File: src/rtl/prbm_pkg.sv
package prbm_pkg;

    localparam int MAX_PAGES      = 16;
    localparam int PAGE_IDX_W     = $clog2(MAX_PAGES);
    localparam int MAX_PAGE_SHIFT = 24;
    localparam int OP_W           = 3;
    localparam int LEN_W          = 25;
    localparam int SEQ_W          = 64;
    localparam int OFF_W          = 28;
    localparam int STATUS_W       = 2;
    localparam int SHIFT_W        = 5;
    localparam int PCOUNT_W       = 3;
    localparam int CFG_IDX_W      = 1;
    localparam int CFG_DATA_W     = 5;
    localparam int QUEUE_DEPTH    = 2;
    localparam int QPTR_W         = $clog2(QUEUE_DEPTH);
    localparam int QCNT_W         = $clog2(QUEUE_DEPTH + 1);

    localparam logic [SHIFT_W-1:0]    RESET_SIZE_SHIFT  = SHIFT_W'(23);
    localparam logic [PCOUNT_W-1:0]   RESET_COUNT_SHIFT = PCOUNT_W'(4);
    localparam logic [LEN_W-1:0]      COUNT_MAX         = '1;

    typedef enum logic [OP_W-1:0] {
        OP_RESERVE     = 3'd0,
        OP_COMMIT      = 3'd1,
        OP_RELEASE_SEQ = 3'd2,
        OP_RELEASE_OFF = 3'd3,
        OP_LOCATE      = 3'd4
    } op_t;

    typedef enum logic [STATUS_W-1:0] {
        ST_OK       = 2'd0,
        ST_BUSY     = 2'd1,
        ST_OVERFLOW = 2'd2
    } status_t;

    typedef enum logic [CFG_IDX_W-1:0] {
        CFG_PAGE_SIZE_SHIFT  = 1'b0,
        CFG_PAGE_COUNT_SHIFT = 1'b1
    } cfg_idx_t;

    typedef enum logic [2:0] {
        K_NONE,
        K_RESERVE,
        K_COMMIT,
        K_RELEASE,
        K_LOCATE
    } kind_t;

    typedef enum logic [1:0] {
        BS_IDLE,
        BS_UPD_FIRST,
        BS_UPD_SECOND
    } back_state_t;

    // Effective geometry derived from the two configuration registers.
    typedef struct packed {
        logic [SHIFT_W-1:0]    sh;
        logic [LEN_W-1:0]      psize;
        logic [PAGE_IDX_W-1:0] pmask;
    } cfg_t;

    // A classified word as it waits between the front and back parts.
    typedef struct packed {
        kind_t                 kind;
        logic [LEN_W-1:0]      len;
        logic [SEQ_W-1:0]      seq;
        logic [PAGE_IDX_W-1:0] i1;
        logic [PAGE_IDX_W-1:0] i2;
        logic                  two;
        logic [LEN_W-1:0]      a1;
        logic [LEN_W-1:0]      a2;
        logic [OFF_W-1:0]      loc_offset;
        logic [LEN_W-1:0]      loc_avail;
    } item_t;

    function automatic cfg_t make_cfg(input logic [SHIFT_W-1:0] size_shift,
                                      input logic [PCOUNT_W-1:0] count_shift);
        cfg_t                c;
        logic [SHIFT_W-1:0]  s;
        logic [PCOUNT_W-1:0] p;
        s = size_shift;
        if (s < SHIFT_W'(1)) s = SHIFT_W'(1);
        if (s > SHIFT_W'(MAX_PAGE_SHIFT)) s = SHIFT_W'(MAX_PAGE_SHIFT);
        p = count_shift;
        if (p > PCOUNT_W'(PAGE_IDX_W)) p = PCOUNT_W'(PAGE_IDX_W);
        c.sh    = s;
        c.psize = LEN_W'(1) << s;
        c.pmask = ~({PAGE_IDX_W{1'b1}} << p);
        return c;
    endfunction

endpackage

File: src/rtl/prbm_in_if.sv
interface prbm_in_if;
    import prbm_pkg::*;

    logic                valid;
    logic                ready;
    logic [OP_W-1:0]     operation;
    logic [LEN_W-1:0]    length;
    logic [SEQ_W-1:0]    stream_seq;
    logic [OFF_W-1:0]    buffer_offset;

    modport source(output valid, output operation, output length, output stream_seq,
                   output buffer_offset, input ready);
    modport sink(input valid, input operation, input length, input stream_seq,
                 input buffer_offset, output ready);
endinterface

File: src/rtl/prbm_out_if.sv
interface prbm_out_if;
    import prbm_pkg::*;

    logic                valid;
    logic                ready;
    logic [STATUS_W-1:0] status;
    logic [OFF_W-1:0]    offset;
    logic [LEN_W-1:0]    avail_length;
    logic [SEQ_W-1:0]    committed_seq;
    logic                ready_res;

    modport source(output valid, output status, output offset, output avail_length,
                   output committed_seq, output ready_res, input ready);
    modport sink(input valid, input status, input offset, input avail_length,
                 input committed_seq, input ready_res, output ready);
endinterface

File: src/rtl/paged_ring_buffer_manager.sv
// Paged ring buffer manager: bookkeeping for one byte stream kept in a ring
// of equal pages. Words arrive on req (operation, length, stream_seq,
// buffer_offset) and each produces exactly one word on rsp (status, offset,
// avail_length, committed_seq, ready_res). Both channels move a word when
// valid and ready are high together at a rising clock edge.
// The page geometry is set through cfg_we/cfg_index/cfg_data; index 0 is the
// page size shift, index 1 the page count shift. Write them only while no
// word is in flight.
// Reserve, commit, locate and unknown operations pass through the queue and
// the output register and sustain one word per cycle while rsp is not
// stalled and no release is in progress. A release reads its page count
// through the registered read port of the count memory and updates it in
// the following state, and again for the second page when it spans two.
// A two-entry queue sits between the classifying front and the executing
// back, and the result sits in an output register, so req keeps taking words
// while rsp is stalled until the queue fills; rsp holds its word until taken.
// Reset clears the write position, sequence counter and all page counts, marks
// page zero in use and loads the default geometry; no clearing pass is needed.
module paged_ring_buffer_manager (
    input  logic                            clk,
    input  logic                            rst_n,
    input  logic                            cfg_we,
    input  logic [prbm_pkg::CFG_IDX_W-1:0]  cfg_index,
    input  logic [prbm_pkg::CFG_DATA_W-1:0] cfg_data,
    prbm_in_if.sink                         req,
    prbm_out_if.source                      rsp
);
    import prbm_pkg::*;

    logic [SHIFT_W-1:0]  size_shift_reg, size_shift_next;
    logic [PCOUNT_W-1:0] count_shift_reg, count_shift_next;
    cfg_t                cfg;

    logic                q_push;
    logic                q_pop;
    logic                q_full;
    logic                q_empty;
    item_t               q_item;
    item_t               q_head;

    // Configuration writes land directly in the two geometry registers.
    always_comb
    begin
        size_shift_next  = size_shift_reg;
        count_shift_next = count_shift_reg;
        if (cfg_we)
        begin
            case (cfg_idx_t'(cfg_index))
                CFG_PAGE_SIZE_SHIFT:  size_shift_next  = cfg_data[SHIFT_W-1:0];
                CFG_PAGE_COUNT_SHIFT: count_shift_next = cfg_data[PCOUNT_W-1:0];
                default:              ;
            endcase
        end
    end

    always_ff @(posedge clk or negedge rst_n)
    begin
        if (!rst_n)
        begin
            size_shift_reg  <= RESET_SIZE_SHIFT;
            count_shift_reg <= RESET_COUNT_SHIFT;
        end
        else
        begin
            size_shift_reg  <= size_shift_next;
            count_shift_reg <= count_shift_next;
        end
    end

    // Out-of-range shifts are clamped here once for both parts.
    assign cfg = make_cfg(size_shift_reg, count_shift_reg);

    prbm_front u_front (
        .cfg    (cfg),
        .req    (req),
        .q_full (q_full),
        .q_push (q_push),
        .q_item (q_item)
    );

    prbm_queue u_queue (
        .clk       (clk),
        .rst_n     (rst_n),
        .push      (q_push),
        .push_item (q_item),
        .full      (q_full),
        .pop       (q_pop),
        .head      (q_head),
        .empty     (q_empty)
    );

    prbm_back u_back (
        .clk     (clk),
        .rst_n   (rst_n),
        .cfg     (cfg),
        .q_empty (q_empty),
        .q_head  (q_head),
        .q_pop   (q_pop),
        .rsp     (rsp)
    );

    // The back part never takes a word from an empty queue.
    a_pop_not_empty: assert property (@(posedge clk) disable iff (!rst_n)
        q_pop |-> !q_empty)
        else $error("queue popped while empty");

    // Busy and overflow results carry no offset and no length.
    a_err_no_payload: assert property (@(posedge clk) disable iff (!rst_n)
        (rsp.valid && rsp.status != ST_OK) |-> (rsp.offset == '0 && rsp.avail_length == '0))
        else $error("error result carries offset or length");

    // Nothing is offered on rsp once reset has been seen.
    a_reset_quiet: assert property (@(posedge clk)
        !rst_n |=> !rsp.valid)
        else $error("rsp valid during reset");

endmodule

File: src/rtl/prbm_front.sv
module prbm_front (
    input  prbm_pkg::cfg_t  cfg,
    prbm_in_if.sink         req,
    input  logic            q_full,
    output logic            q_push,
    output prbm_pkg::item_t q_item
);
    import prbm_pkg::*;

    logic [OFF_W-1:0]      lo;
    logic [OFF_W-1:0]      end_lo;
    logic [OFF_W-1:0]      ringmask;
    logic [LEN_W-1:0]      pofs_mask;
    logic [LEN_W-1:0]      a_first;
    logic [LEN_W-1:0]      a_last;
    logic [PAGE_IDX_W-1:0] seq_page;
    logic [PAGE_IDX_W-1:0] end_page;
    logic [PAGE_IDX_W-1:0] off_page;

    assign req.ready = !q_full;
    assign q_push    = req.valid && !q_full;

    // Only the low ring bits of a sequence matter for page and offset math.
    assign lo        = req.stream_seq[OFF_W-1:0];
    assign end_lo    = lo + OFF_W'(req.length) - OFF_W'(1);
    assign pofs_mask = cfg.psize - LEN_W'(1);
    assign ringmask  = (OFF_W'(cfg.pmask) << cfg.sh) | OFF_W'(pofs_mask);
    assign a_first   = cfg.psize - (lo[LEN_W-1:0] & pofs_mask);
    assign a_last    = (end_lo[LEN_W-1:0] & pofs_mask) + LEN_W'(1);
    assign seq_page  = PAGE_IDX_W'(lo >> cfg.sh) & cfg.pmask;
    assign end_page  = PAGE_IDX_W'(end_lo >> cfg.sh) & cfg.pmask;
    assign off_page  = PAGE_IDX_W'(req.buffer_offset >> cfg.sh) & cfg.pmask;

    always_comb
    begin
        q_item      = '0;
        q_item.kind = K_NONE;
        q_item.len  = req.length;
        q_item.seq  = req.stream_seq;
        case (op_t'(req.operation))
            OP_RESERVE:
            begin
                q_item.kind = K_RESERVE;
            end
            OP_COMMIT:
            begin
                q_item.kind = K_COMMIT;
            end
            OP_RELEASE_SEQ:
            begin
                // A zero-length release touches nothing and answers like a no-op.
                if (req.length != '0)
                begin
                    q_item.kind = K_RELEASE;
                    q_item.i1   = seq_page;
                    q_item.i2   = end_page;
                    q_item.two  = (seq_page != end_page);
                    q_item.a1   = (seq_page != end_page) ? a_first : req.length;
                    q_item.a2   = a_last;
                end
            end
            OP_RELEASE_OFF:
            begin
                q_item.kind = K_RELEASE;
                q_item.i1   = off_page;
                q_item.i2   = off_page;
                q_item.two  = 1'b0;
                q_item.a1   = req.length;
                q_item.a2   = req.length;
            end
            OP_LOCATE:
            begin
                q_item.kind       = K_LOCATE;
                q_item.loc_offset = lo & ringmask;
                // The length is clipped only on the last page of the ring.
                if (seq_page == cfg.pmask && a_first < req.length)
                    q_item.loc_avail = a_first;
                else
                    q_item.loc_avail = req.length;
            end
            default:
            begin
                q_item.kind = K_NONE;
            end
        endcase
    end

endmodule

File: src/rtl/prbm_queue.sv
module prbm_queue (
    input  logic            clk,
    input  logic            rst_n,
    input  logic            push,
    input  prbm_pkg::item_t push_item,
    output logic            full,
    input  logic            pop,
    output prbm_pkg::item_t head,
    output logic            empty
);
    import prbm_pkg::*;

    item_t             slots_reg [QUEUE_DEPTH];
    logic [QPTR_W-1:0] wr_ptr_reg;
    logic [QPTR_W-1:0] wr_ptr_next;
    logic [QPTR_W-1:0] rd_ptr_reg;
    logic [QPTR_W-1:0] rd_ptr_next;
    logic [QCNT_W-1:0] count_reg;
    logic [QCNT_W-1:0] count_next;

    assign full  = (count_reg == QCNT_W'(QUEUE_DEPTH));
    assign empty = (count_reg == '0);
    assign head  = slots_reg[rd_ptr_reg];

    always_comb
    begin
        wr_ptr_next = wr_ptr_reg;
        rd_ptr_next = rd_ptr_reg;
        count_next  = count_reg;
        if (push)
            wr_ptr_next = (wr_ptr_reg == QPTR_W'(QUEUE_DEPTH - 1)) ? '0
                                                                  : wr_ptr_reg + QPTR_W'(1);
        if (pop)
            rd_ptr_next = (rd_ptr_reg == QPTR_W'(QUEUE_DEPTH - 1)) ? '0
                                                                  : rd_ptr_reg + QPTR_W'(1);
        if (push && !pop)
            count_next = count_reg + QCNT_W'(1);
        else if (pop && !push)
            count_next = count_reg - QCNT_W'(1);
    end

    always_ff @(posedge clk or negedge rst_n)
    begin
        if (!rst_n)
        begin
            wr_ptr_reg <= '0;
            rd_ptr_reg <= '0;
            count_reg  <= '0;
        end
        else
        begin
            wr_ptr_reg <= wr_ptr_next;
            rd_ptr_reg <= rd_ptr_next;
            count_reg  <= count_next;
        end
    end

    always_ff @(posedge clk)
    begin
        if (push)
            slots_reg[wr_ptr_reg] <= push_item;
    end

endmodule

File: src/rtl/prbm_back.sv
module prbm_back (
    input  logic            clk,
    input  logic            rst_n,
    input  prbm_pkg::cfg_t  cfg,
    input  logic            q_empty,
    input  prbm_pkg::item_t q_head,
    output logic            q_pop,
    prbm_out_if.source      rsp
);
    import prbm_pkg::*;

    typedef struct packed {
        logic [LEN_W-1:0] value;
        logic             free;
        logic             over;
    } upd_t;

    function automatic upd_t upd_count(input logic [LEN_W-1:0] rel,
                                       input logic [LEN_W-1:0] amt,
                                       input logic [LEN_W-1:0] psize);
        upd_t           u;
        logic [LEN_W:0] sum;
        logic [LEN_W-1:0] sat;
        sum     = {1'b0, rel} + {1'b0, amt};
        sat     = sum[LEN_W] ? COUNT_MAX : sum[LEN_W-1:0];
        u.over  = (sat > psize);
        u.free  = (sat == psize);
        u.value = u.free ? '0 : sat;
        return u;
    endfunction

    back_state_t           state_reg, state_next;
    logic [PAGE_IDX_W-1:0] write_page_reg, write_page_next;
    logic [LEN_W-1:0]      write_pos_reg, write_pos_next;
    logic [SEQ_W-1:0]      seq_count_reg, seq_count_next;
    logic [MAX_PAGES-1:0]  in_use_reg, in_use_next;
    logic [MAX_PAGES-1:0]  rel_valid_reg, rel_valid_next;
    logic [LEN_W-1:0]      rel_mem [MAX_PAGES];
    logic [LEN_W-1:0]      rd_data_reg;
    logic                  rd_valid_reg;
    item_t                 item_reg, item_next;
    logic                  err_reg, err_next;

    logic                  out_valid_reg, out_valid_next;
    logic [STATUS_W-1:0]   out_status_reg, out_status_next;
    logic [OFF_W-1:0]      out_offset_reg, out_offset_next;
    logic [LEN_W-1:0]      out_avail_reg, out_avail_next;
    logic [SEQ_W-1:0]      out_seq_reg, out_seq_next;
    logic                  out_ready_reg, out_ready_next;

    logic                  out_free;
    logic                  load_out;
    logic [SEQ_W-1:0]      cmp_seq;
    logic [PAGE_IDX_W-1:0] rd_addr;
    logic                  mem_we;
    logic [PAGE_IDX_W-1:0] mem_wa;
    logic [LEN_W-1:0]      mem_wd;
    logic [LEN_W-1:0]      rel_cur;
    upd_t                  upd;
    logic [PAGE_IDX_W-1:0] cur_page;
    logic [PAGE_IDX_W-1:0] nxt_page;
    logic [LEN_W:0]        pos_sum;

    assign rsp.valid         = out_valid_reg;
    assign rsp.status        = out_status_reg;
    assign rsp.offset        = out_offset_reg;
    assign rsp.avail_length  = out_avail_reg;
    assign rsp.committed_seq = out_seq_reg;
    assign rsp.ready_res     = out_ready_reg;

    assign out_free = !out_valid_reg || rsp.ready;
    assign rel_cur  = rd_valid_reg ? rd_data_reg : '0;
    assign cur_page = write_page_reg & cfg.pmask;
    assign nxt_page = (cur_page + PAGE_IDX_W'(1)) & cfg.pmask;
    assign pos_sum  = {1'b0, write_pos_reg} + {1'b0, q_head.len};

    always_comb
    begin
        state_next      = state_reg;
        write_page_next = write_page_reg;
        write_pos_next  = write_pos_reg;
        seq_count_next  = seq_count_reg;
        in_use_next     = in_use_reg;
        rel_valid_next  = rel_valid_reg;
        item_next       = item_reg;
        err_next        = err_reg;
        q_pop           = 1'b0;
        load_out        = 1'b0;
        cmp_seq         = q_head.seq;
        rd_addr         = q_head.i1;
        mem_we          = 1'b0;
        mem_wa          = item_reg.i1;
        mem_wd          = '0;
        upd             = upd_count(rel_cur, item_reg.a1, cfg.psize);
        out_status_next = ST_OK;
        out_offset_next = '0;
        out_avail_next  = '0;

        case (state_reg)
            BS_IDLE:
            begin
                if (!q_empty && out_free)
                begin
                    q_pop = 1'b1;
                    case (q_head.kind)
                        K_RESERVE:
                        begin
                            load_out = 1'b1;
                            if (write_pos_reg >= cfg.psize)
                            begin
                                if (in_use_reg[nxt_page])
                                begin
                                    out_status_next = ST_BUSY;
                                end
                                else
                                begin
                                    in_use_next[nxt_page] = 1'b1;
                                    write_page_next       = nxt_page;
                                    write_pos_next        = '0;
                                    out_offset_next       = OFF_W'(nxt_page) << cfg.sh;
                                    out_avail_next        = cfg.psize;
                                end
                            end
                            else
                            begin
                                write_page_next = cur_page;
                                out_offset_next = (OFF_W'(cur_page) << cfg.sh)
                                                + OFF_W'(write_pos_reg);
                                out_avail_next  = cfg.psize - write_pos_reg;
                            end
                        end
                        K_COMMIT:
                        begin
                            load_out       = 1'b1;
                            seq_count_next = seq_count_reg + SEQ_W'(q_head.len);
                            write_pos_next = (pos_sum > {1'b0, cfg.psize}) ? cfg.psize
                                                                           : pos_sum[LEN_W-1:0];
                        end
                        K_LOCATE:
                        begin
                            load_out        = 1'b1;
                            out_offset_next = q_head.loc_offset;
                            out_avail_next  = q_head.loc_avail;
                        end
                        K_RELEASE:
                        begin
                            // The first page count is read now and updated next cycle.
                            item_next  = q_head;
                            err_next   = 1'b0;
                            state_next = BS_UPD_FIRST;
                        end
                        default:
                        begin
                            load_out = 1'b1;
                        end
                    endcase
                end
            end
            BS_UPD_FIRST:
            begin
                cmp_seq = item_reg.seq;
                upd     = upd_count(rel_cur, item_reg.a1, cfg.psize);
                mem_we  = 1'b1;
                mem_wa  = item_reg.i1;
                mem_wd  = upd.value;
                rel_valid_next[item_reg.i1] = 1'b1;
                if (upd.free)
                    in_use_next[item_reg.i1] = 1'b0;
                if (item_reg.two)
                begin
                    rd_addr    = item_reg.i2;
                    err_next   = upd.over;
                    state_next = BS_UPD_SECOND;
                end
                else
                begin
                    load_out        = 1'b1;
                    out_status_next = upd.over ? ST_OVERFLOW : ST_OK;
                    state_next      = BS_IDLE;
                end
            end
            BS_UPD_SECOND:
            begin
                cmp_seq = item_reg.seq;
                upd     = upd_count(rel_cur, item_reg.a2, cfg.psize);
                mem_we  = 1'b1;
                mem_wa  = item_reg.i2;
                mem_wd  = upd.value;
                rel_valid_next[item_reg.i2] = 1'b1;
                if (upd.free)
                    in_use_next[item_reg.i2] = 1'b0;
                load_out        = 1'b1;
                out_status_next = (err_reg || upd.over) ? ST_OVERFLOW : ST_OK;
                state_next      = BS_IDLE;
            end
            default:
            begin
                state_next = BS_IDLE;
            end
        endcase

        out_seq_next   = seq_count_next;
        out_ready_next = (seq_count_next >= cmp_seq);

        if (load_out)
            out_valid_next = 1'b1;
        else if (rsp.ready)
            out_valid_next = 1'b0;
        else
            out_valid_next = out_valid_reg;
    end

    always_ff @(posedge clk or negedge rst_n)
    begin
        if (!rst_n)
        begin
            state_reg      <= BS_IDLE;
            write_page_reg <= '0;
            write_pos_reg  <= '0;
            seq_count_reg  <= '0;
            in_use_reg     <= MAX_PAGES'(1);
            rel_valid_reg  <= '0;
            out_valid_reg  <= 1'b0;
        end
        else
        begin
            state_reg      <= state_next;
            write_page_reg <= write_page_next;
            write_pos_reg  <= write_pos_next;
            seq_count_reg  <= seq_count_next;
            in_use_reg     <= in_use_next;
            rel_valid_reg  <= rel_valid_next;
            out_valid_reg  <= out_valid_next;
        end
    end

    always_ff @(posedge clk)
    begin
        item_reg <= item_next;
        err_reg  <= err_next;
        if (load_out)
        begin
            out_status_reg <= out_status_next;
            out_offset_reg <= out_offset_next;
            out_avail_reg  <= out_avail_next;
            out_seq_reg    <= out_seq_next;
            out_ready_reg  <= out_ready_next;
        end
    end

    // Released-byte counts: one write port, one registered read port.
    always_ff @(posedge clk)
    begin
        if (mem_we)
            rel_mem[mem_wa] <= mem_wd;
        rd_data_reg  <= rel_mem[rd_addr];
        rd_valid_reg <= rel_valid_reg[rd_addr];
    end

endmodule

File: src/flat_wrapper.sv
// flat-port wrapper written by rule: the top's interface ports become plain ports
module paged_ring_buffer_manager_flat import prbm_pkg::*;
  (clk, rst_n, cfg_we, cfg_index, cfg_data, req_valid, req_operation, req_length, req_stream_seq, req_buffer_offset, req_ready, rsp_valid, rsp_status, rsp_offset, rsp_avail_length, rsp_committed_seq, rsp_ready_res, rsp_ready);
  prbm_in_if req_i ();
  prbm_out_if rsp_i ();
  input  logic clk;
  input  logic rst_n;
  input  logic cfg_we;
  input  logic [prbm_pkg::CFG_IDX_W-1:0] cfg_index;
  input  logic [prbm_pkg::CFG_DATA_W-1:0] cfg_data;
  input wire logic [$bits(req_i.valid)-1:0] req_valid;
  input wire logic [$bits(req_i.operation)-1:0] req_operation;
  input wire logic [$bits(req_i.length)-1:0] req_length;
  input wire logic [$bits(req_i.stream_seq)-1:0] req_stream_seq;
  input wire logic [$bits(req_i.buffer_offset)-1:0] req_buffer_offset;
  output wire logic [$bits(req_i.ready)-1:0] req_ready;
  output wire logic [$bits(rsp_i.valid)-1:0] rsp_valid;
  output wire logic [$bits(rsp_i.status)-1:0] rsp_status;
  output wire logic [$bits(rsp_i.offset)-1:0] rsp_offset;
  output wire logic [$bits(rsp_i.avail_length)-1:0] rsp_avail_length;
  output wire logic [$bits(rsp_i.committed_seq)-1:0] rsp_committed_seq;
  output wire logic [$bits(rsp_i.ready_res)-1:0] rsp_ready_res;
  input wire logic [$bits(rsp_i.ready)-1:0] rsp_ready;
  assign req_i.valid = req_valid;
  assign req_i.operation = req_operation;
  assign req_i.length = req_length;
  assign req_i.stream_seq = req_stream_seq;
  assign req_i.buffer_offset = req_buffer_offset;
  assign req_ready = req_i.ready;
  assign rsp_valid = rsp_i.valid;
  assign rsp_status = rsp_i.status;
  assign rsp_offset = rsp_i.offset;
  assign rsp_avail_length = rsp_i.avail_length;
  assign rsp_committed_seq = rsp_i.committed_seq;
  assign rsp_ready_res = rsp_i.ready_res;
  assign rsp_i.ready = rsp_ready;
  paged_ring_buffer_manager u_core (.clk(clk), .rst_n(rst_n), .cfg_we(cfg_we), .cfg_index(cfg_index), .cfg_data(cfg_data), .req(req_i), .rsp(rsp_i));
endmodule
File: config.mk
export PLATFORM = sky130hd
export DESIGN_NAME = paged_ring_buffer_manager_flat
export DESIGN_NICKNAME = d
export VERILOG_FILES = /design/src/rtl/prbm_pkg.sv /design/src/rtl/prbm_in_if.sv /design/src/rtl/prbm_out_if.sv /design/src/rtl/paged_ring_buffer_manager.sv /design/src/rtl/prbm_front.sv /design/src/rtl/prbm_queue.sv /design/src/rtl/prbm_back.sv /design/src/flat_wrapper.sv
export SDC_FILE = /design/constraint.sdc
export NUM_CORES = 2
export LEC_CHECK = 0
export ABC_AREA = 1
export ABC_CLOCK_PERIOD_IN_PS = 10800
export BUFFER_PORTS_ARGS = -buffer_cell sky130_fd_sc_hd__buf_4
export CORE_MARGIN = 2
export CORE_UTILIZATION = 40
export CTS_CLUSTER_SIZE = 28
export DETAILED_ROUTE_END_ITERATION = 12
export SLEW_MARGIN = 20
export SYNTH_ARGS = -nofsm -noshare
export SYNTH_HDL_FRONTEND = slang
export SYNTH_SLANG_ARGS = --single-unit
export TNS_END_PERCENT = 5
File: constraint.sdc
create_clock -name clk -period 10.8 [get_ports clk]
set_clock_uncertainty 0.05 [all_clocks]
set_input_delay 1.08 -clock clk [delete_from_list [all_inputs] [get_ports clk]]
set_output_delay 1.08 -clock clk [all_outputs]
set_load 0.05 [all_outputs]
Word level (Yosys, flattened, before mapping)
Memory sizes are Yosys's and may differ from the RTL's. A register that Yosys moved wholly into a read port is not among the register bits.
Index checks and enable logic that the tools add are counted.
Operators by class
  add/subtract/negate cells: 16
  $lt $le $gt $ge: 16
  equal/unequal tests: 26
  shifts and indexed selects: 8
  muxes and demuxes: 86
  bitwise gates (word level): 18
  reduce and logical (&&, ||, !) cells: 35
Operators by type and width (count)
  two-way mux 25 bit: 12
  two-way mux 64 bit: 4
  case mux 25 bit (2 select lines): 3
  case mux 59 bit (2 select lines): 1
  two-way mux 16 bit: 6
  left shift 4 x 5 -> 28 bit: 3
  >> shifter 28 x 5 -> 4 bit: 3
  adder 25 x 25 -> 26 bit: 3
  adder 64 x 25 -> 64 bit: 1
  greater-or-equal comparator 64 bit: 1
  two-way mux 59 bit: 1
  adder 28 x 25 -> 28 bit: 2
  two-way mux 28 bit: 2
  case mux 28 bit (2 select lines): 1
  two-way mux 53 bit: 1
  AND 25 bit: 2
  == test 25 bit: 2
  greater-than comparator 25 bit: 2
  subtractor 25 bit: 2
  bitwise OR 16 bit: 3
  case mux 16 bit (3 select lines): 1
  AND 16 bit: 2
  NOT 16 bit: 2
  case mux 16 bit (2 select lines): 1
  57 further kinds: 144
Storage, ports and cells
  register bits after elaboration: 385
  memory bits (writable): 808
  bits of input ports: 131
  output and inout port bits: 122
  word-level logic and storage cells: 232
  memories: 2
Memories
  u_core.u_queue.slots_reg: depth 2, bits a word 204, read ports 1, clocked after memory_dff 0, write ports 1, RTL line prbm_queue.sv:13  | item_t slots_reg [QUEUE_DEPTH];
  u_core.u_back.rel_mem: depth 16, bits a word 25, read ports 1, clocked after memory_dff 1, write ports 1, RTL line prbm_back.sv:38  | logic [LEN_W-1:0] rel_mem [MAX_PAGES];

Longest topological paths before layout
  depth after elaboration: 17
  mapped depth: 36
  depth with buffers taken out: 33

Cells and area by module
Synthesis repeated with hierarchy kept, for this count alone.
Second synthesis, totals
  cell total of the unflattened synthesis: 7991
  area, all modules: 72786.1 sq um
By module, submodules not included
  prbm_back: instances 1, cells each 5078, area an instance 45746.4 sq um, seq. area each 23063.4 sq um
  prbm_queue: instances 1, cells each 660, area an instance 15546.2 sq um, seq. area each 12351.8 sq um
  prbm_front: instances 1, cells each 2164, area an instance 10871.7 sq um, seq. area each 0.0 sq um
  paged_ring_buffer_manager: instances 1, cells each 89, area an instance 621.8 sq um, seq. area each 206.4 sq um

Least setup slack after synthesis
No wires, ideal clock.
  path kind: input -> register
  start point: in req_valid
  end point: mem u_core.u_queue.slots_reg[1][0] in the netlist's numbering (enable)
  setup time: 774 ps
  data arrival time: 9669 ps
  data required time: 9976 ps
  path slack: 307 ps
  stages: 2
  path buffers: 0
  cells stage by stage: nand2_1 > nor2_1
Between the ends
  word-level cells in the longest chain between the ends: 3
RTL lines
  from (decl): RTL line flat_wrapper.sv:11  | input wire logic [$bits(req_i.valid)-1:0] req_valid;
  logical AND 1 bit: RTL line prbm_front.sv:21  | assign q_push = req.valid && !q_full;
  two-way mux 1 bit: RTL line prbm_queue.sv:60  | if (push)
  two-way mux 1 bit (not written as such): RTL line prbm_queue.sv:61  | slots_reg[wr_ptr_reg] <= push_item;
  to (decl): RTL line prbm_queue.sv:13
Every way passes these cells.

==> impl_metrics.xml <==
<?xml version="1.0" encoding="UTF-8"?>
<metrics>
  <group name="status">
    <metric name="status" unit="">complete, no violations</metric>
  </group>
  <group name="final_layout">
    <metric name="mostFrequentLayoutCell" unit="">sky130_fd_sc_hd__nand2_1</metric>
    <metric name="fin_util" unit="%">45.6</metric>
    <metric name="area_growth" unit="%">13.2</metric>
    <metric name="largest_register_ff_count" unit="">408</metric>
    <metric name="final-seq-area" unit="um2">35600</metric>
    <metric name="most-common-layout-cells" unit="">sky130_fd_sc_hd__nand2_1, sky130_fd_sc_hd__edfxtp_1, sky130_fd_sc_hd__inv_1, sky130_fd_sc_hd__nand3_1, sky130_fd_sc_hd__o21ai_0</metric>
    <metric name="proportion_of_layout_cells_with_a_drive_suffix_above_1" unit="%">9.22</metric>
    <metric name="design.final.nets" unit="">8449</metric>
    <metric name="final.fill_count" unit="">16481</metric>
    <metric name="multiInputGateArea" unit="um2">29100</metric>
  </group>
  <group name="pwr">
    <metric name="maximum_vdd_ir_drop" unit="V">0.000254</metric>
    <metric name="p_leak" unit="uW">0.0333</metric>
    <metric name="cellPowerDensity" unit="nW/um2">309</metric>
  </group>
  <group name="clock_network">
    <metric name="cts_resized" unit="">0</metric>
    <metric name="cts.sink_count" unit="">1218</metric>
    <metric name="clock_edge_transition_at_the_registers_on_the_reported_setup_and_hold_paths" unit="ns">0.07</metric>
    <metric name="cts_buffer_depth" unit="">3</metric>
    <metric name="ctsHtreeMaxLevel" unit="">4</metric>
    <metric name="tritoncts" unit="">built</metric>
    <metric name="clk_latency" unit="ns">0.79</metric>
    <metric name="tritoncts.num_buffers" unit="">135</metric>
    <metric name="cts.hold.buffers_added" unit="">0</metric>
    <metric name="cts_root_buf" unit="">sky130_fd_sc_hd__clkbuf_16</metric>
    <metric name="cts_post_setup_buffers_inserted" unit="">0</metric>
  </group>
  <group name="timing">
    <metric name="final-hold-violation-count" unit="">0</metric>
    <metric name="period_share" unit="%">73.5</metric>
    <metric name="tightest_slew" unit="ns">1.32</metric>
    <metric name="worst_slew_margin_rel" unit="%">11.0</metric>
    <metric name="finalMaxSlewViolations" unit="">0</metric>
    <metric name="final.setup.tns" unit="ns">0</metric>
    <metric name="fmaxAchievable" unit="GHz">0.126</metric>
    <metric name="final_setup_vio_count" unit="">0</metric>
    <metric name="unrepaired_setup_endpoints_after_global_routing" unit="">false</metric>
    <metric name="final_period_minus_worst_setup_slack" unit="ns">7.94</metric>
  </group>
  <group name="run">
    <metric name="max_cap_check_violation_count" unit="">0</metric>
  </group>
  <group name="route">
    <metric name="vias" unit="">58226</metric>
    <metric name="drt_pre_antenna_iters" unit="">9</metric>
    <metric name="postRouteWirelength" unit="um">264000</metric>
    <metric name="detail_route.drc_violations" unit="">0</metric>
    <metric name="route.antenna.remaining_nets" unit="">0</metric>
    <metric name="first_iter_violations" unit="">6764</metric>
    <metric name="avg_wl_per_cell" unit="um">25.5</metric>
    <metric name="drt-vias-per-instance" unit="">5.62</metric>
  </group>
  <group name="grt">
    <metric name="grt_antenna_before_repair" unit="">22</metric>
    <metric name="gr-usage-all-layers" unit="%">29.3</metric>
    <metric name="grt_pass1_wl" unit="um">375000</metric>
    <metric name="grt-ovfl-total" unit="">0</metric>
    <metric name="grt_max_degree" unit="">212</metric>
    <metric name="grt_pass1_vias" unit="">54242</metric>
  </group>
  <group name="synthesis">
    <metric name="synth_seq_cells" unit="">1218</metric>
    <metric name="synth_sequential_area_ratio" unit="%">51.5</metric>
    <metric name="syn-mean-instance-area" unit="um2">8.97</metric>
    <metric name="ys_warn_count" unit="">0</metric>
    <metric name="synth_edf_count" unit="">1052</metric>
    <metric name="synthesis.instances" unit="">7710</metric>
    <metric name="async_reset_ff_share" unit="%">11.5</metric>
    <metric name="synthDistinctLibCells" unit="">79</metric>
    <metric name="dominantRegCellSynth" unit="">sky130_fd_sc_hd__edfxtp_1</metric>
    <metric name="synth_area" unit="um2">69200</metric>
  </group>
  <group name="die">
    <metric name="placeableCoreArea" unit="um2">172000</metric>
    <metric name="rows" unit="">152</metric>
    <metric name="die_h" unit="um">420</metric>
    <metric name="pin_count" unit="">253</metric>
    <metric name="die_area" unit="um2">176000</metric>
    <metric name="initial_core_util" unit="%">40.3</metric>
    <metric name="fp.dieW" unit="um">420</metric>
  </group>
  <group name="setup_path">
    <metric name="critical_path.startpoint_type" unit="">flip-flop</metric>
    <metric name="slowest_stage" unit="">sky130_fd_sc_hd__dfstp_2</metric>
    <metric name="worstPathArrival" unit="ns">8.46</metric>
    <metric name="maximum_cell_stage_delay_along_the_critical_path" unit="ns">0.74</metric>
    <metric name="critical-path-top-cell-by-count" unit="">sky130_fd_sc_hd__nand2_1</metric>
    <metric name="timing.setup.critical_path_class" unit="">reg2reg</metric>
    <metric name="cp_max_fo" unit="">31</metric>
    <metric name="cp-end-kind" unit="">flip-flop</metric>
    <metric name="data_required_time_at_the_worst_endpoint" unit="ns">11.33</metric>
    <metric name="regToRegStartpoint" unit="">u_core.size_shift_reg[2]$_DFFE_PN1P_</metric>
    <metric name="crit_path_start" unit="">u_core.size_shift_reg[2]$_DFFE_PN1P_</metric>
  </group>
  <group name="place">
    <metric name="dp_hpwl" unit="um">196000</metric>
    <metric name="gp_congestion" unit="">1.06</metric>
    <metric name="numPortBuffers" unit="">252</metric>
  </group>
  <group name="hold_path">
    <metric name="holdCritPathClass" unit="">in2async</metric>
  </group>
</metrics>
==> cells in the mapped netlist (all sizes together) (2+ instances only) <==
cell type / instances / area, um2
o21a: 10 / 75.1
o211ai: 209 / 1570
a21boi: 8 / 60.1
buf: 61 / 357
edfxtp: 1052 / 31600
dfrtp: 134 / 3350
nor3b: 4 / 35.0
o22ai: 55 / 344
o21bai: 13 / 97.6
dfstp: 6 / 158
o32ai: 24 / 210
o221a: 2 / 22.5
o31ai: 9 / 67.6
a21oi: 395 / 2010
ha: 380 / 4750
nor4: 44 / 275
a22oi: 15 / 118
nor3: 87 / 470
fa: 7 / 140
nand3: 590 / 3010
clkinv: 10 / 38.8
o2111ai: 3 / 26.3
a2111oi: 2 / 17.5
dfxtp: 26 / 521
o221ai: 23 / 201
nand3b: 12 / 90.1
clkbuf: 201 / 754
a21o: 8 / 60.1
nor2: 481 / 1950
conb: 2 / 7.51
o21ai: 504 / 2530
a221oi: 5 / 43.8
xnor2: 49 / 444
a211oi: 24 / 180
and2: 9 / 56.3
nand4: 113 / 719
xor2: 117 / 1030
mux2i: 26 / 260
a31o: 6 / 52.6
a31oi: 17 / 106
nand2: 1970 / 7470
inv: 951 / 3570
or2: 35 / 219
==> where the power goes <==
group	switching (uW)	internal (uW)	leakage, uW
Clock	1970	2590	0.00213
Sequential	546	6700	0.0118
Combinational	8900	3480	0.0194
Total	11400	12800	0.0333
==> final timing paths <==
| path | end | slack, ns | cells after the start |
|---|---|---|---|
| max in group asynchronous | u_core.u_queue.rd_ptr_reg$_DFFE_PN0P_ | 8.54 | 3 |
| max | u_core.u_queue.slots_reg[1][11]$_DFFE_PP_ | 2.86 | 28 |
| min | u_core.size_shift_reg[3]$_DFFE_PN0P_ | 0.18 | 1 |
| max reg2reg | u_core.u_queue.slots_reg[1][11]$_DFFE_PP_ | 2.86 | 28 |
| min reg2reg | u_core.u_back.rel_valid_reg[3]$_DFFE_PN0N_ | 0.41 | 2 |
| min in group clk | u_core.u_back.rel_valid_reg[3]$_DFFE_PN0N_ | 0.41 | 2 |
==> layout make-up <==
class / instances / share of cell area (%)
Antenna cell: 10 / 0.0320
Timing Repair Buffer: 342 / 3.38
Sequential cell: 1218 / 45.5
Clock inverter: 69 / 0.812
Multi-Input combinational cell: 5273 / 37.2
Inverter: 961 / 4.62
Tap cell: 2310 / 3.69
Clock buffer: 181 / 4.75
==> per-stage QoR <==
step | instance area [um2] | worst slack [ns] | hold WS [ns] | instances | total power, uW
2_1_floorplan | 69200 | 0.307 | 0.373 | 7714 | 15400
3_3_place_gp | 73800 | 2.99 | 0.386 | 10102 | 19400
3_5_place_dp | 73900 | 2.80 | 0.389 | 10104 | 19500
4_1_cts | 78200 | 2.73 | 0.160 | 10354 | 24100
5_1_grt | 78300 | 2.53 | 0.184 | 10354 | 25600
6_report | 78300 | 2.86 | 0.185 | 10364 | 24200
==> cell families (layout without fill, tap and decap cells) <==
kind of cell,after synthesis,in the layout,share of synthesized area [%]
XOR/XNOR,166,166,2.13
AND/OR/NAND/NOR,3348,3348,20.7
other,2,16,0.0109
AO/OA/AOI/OAI,1339,1339,11.4
buffers and inverters,1223,1553,6.83
multiplexers,27,27,0.393
flip-flops,1218,1218,51.5
adder cells (fa/ha/maj),387,387,7.08
==> critical path: cells and delay by family (launching register included) <==
kind,cells,cell delay [ns]
xor gates and xnor gates,1,0.13
and+or+nand+nor,18,4.73
AOI/OAI and AO/OA,3,0.90
DFF,1,0.74
buffers and inverters,4,0.43
adders and majority gates,2,0.72
==> per-layer routing <==
| metal | vias up | global-route usage (%) | share of wire, % |
|---|---|---|---|
| met2 | 2546 | 46.3 | 45 |
| met3 | 583 | 5.14 | 7.7 |
| met4 | 6 | 14.8 | 5.6 |
| met5 | - | 0 | 0.018 |
| met1 | 28098 | 38.6 | 41 |
| li1 | 26993 | - | - |
Note: power is estimated with default switching activity, not from simulation.
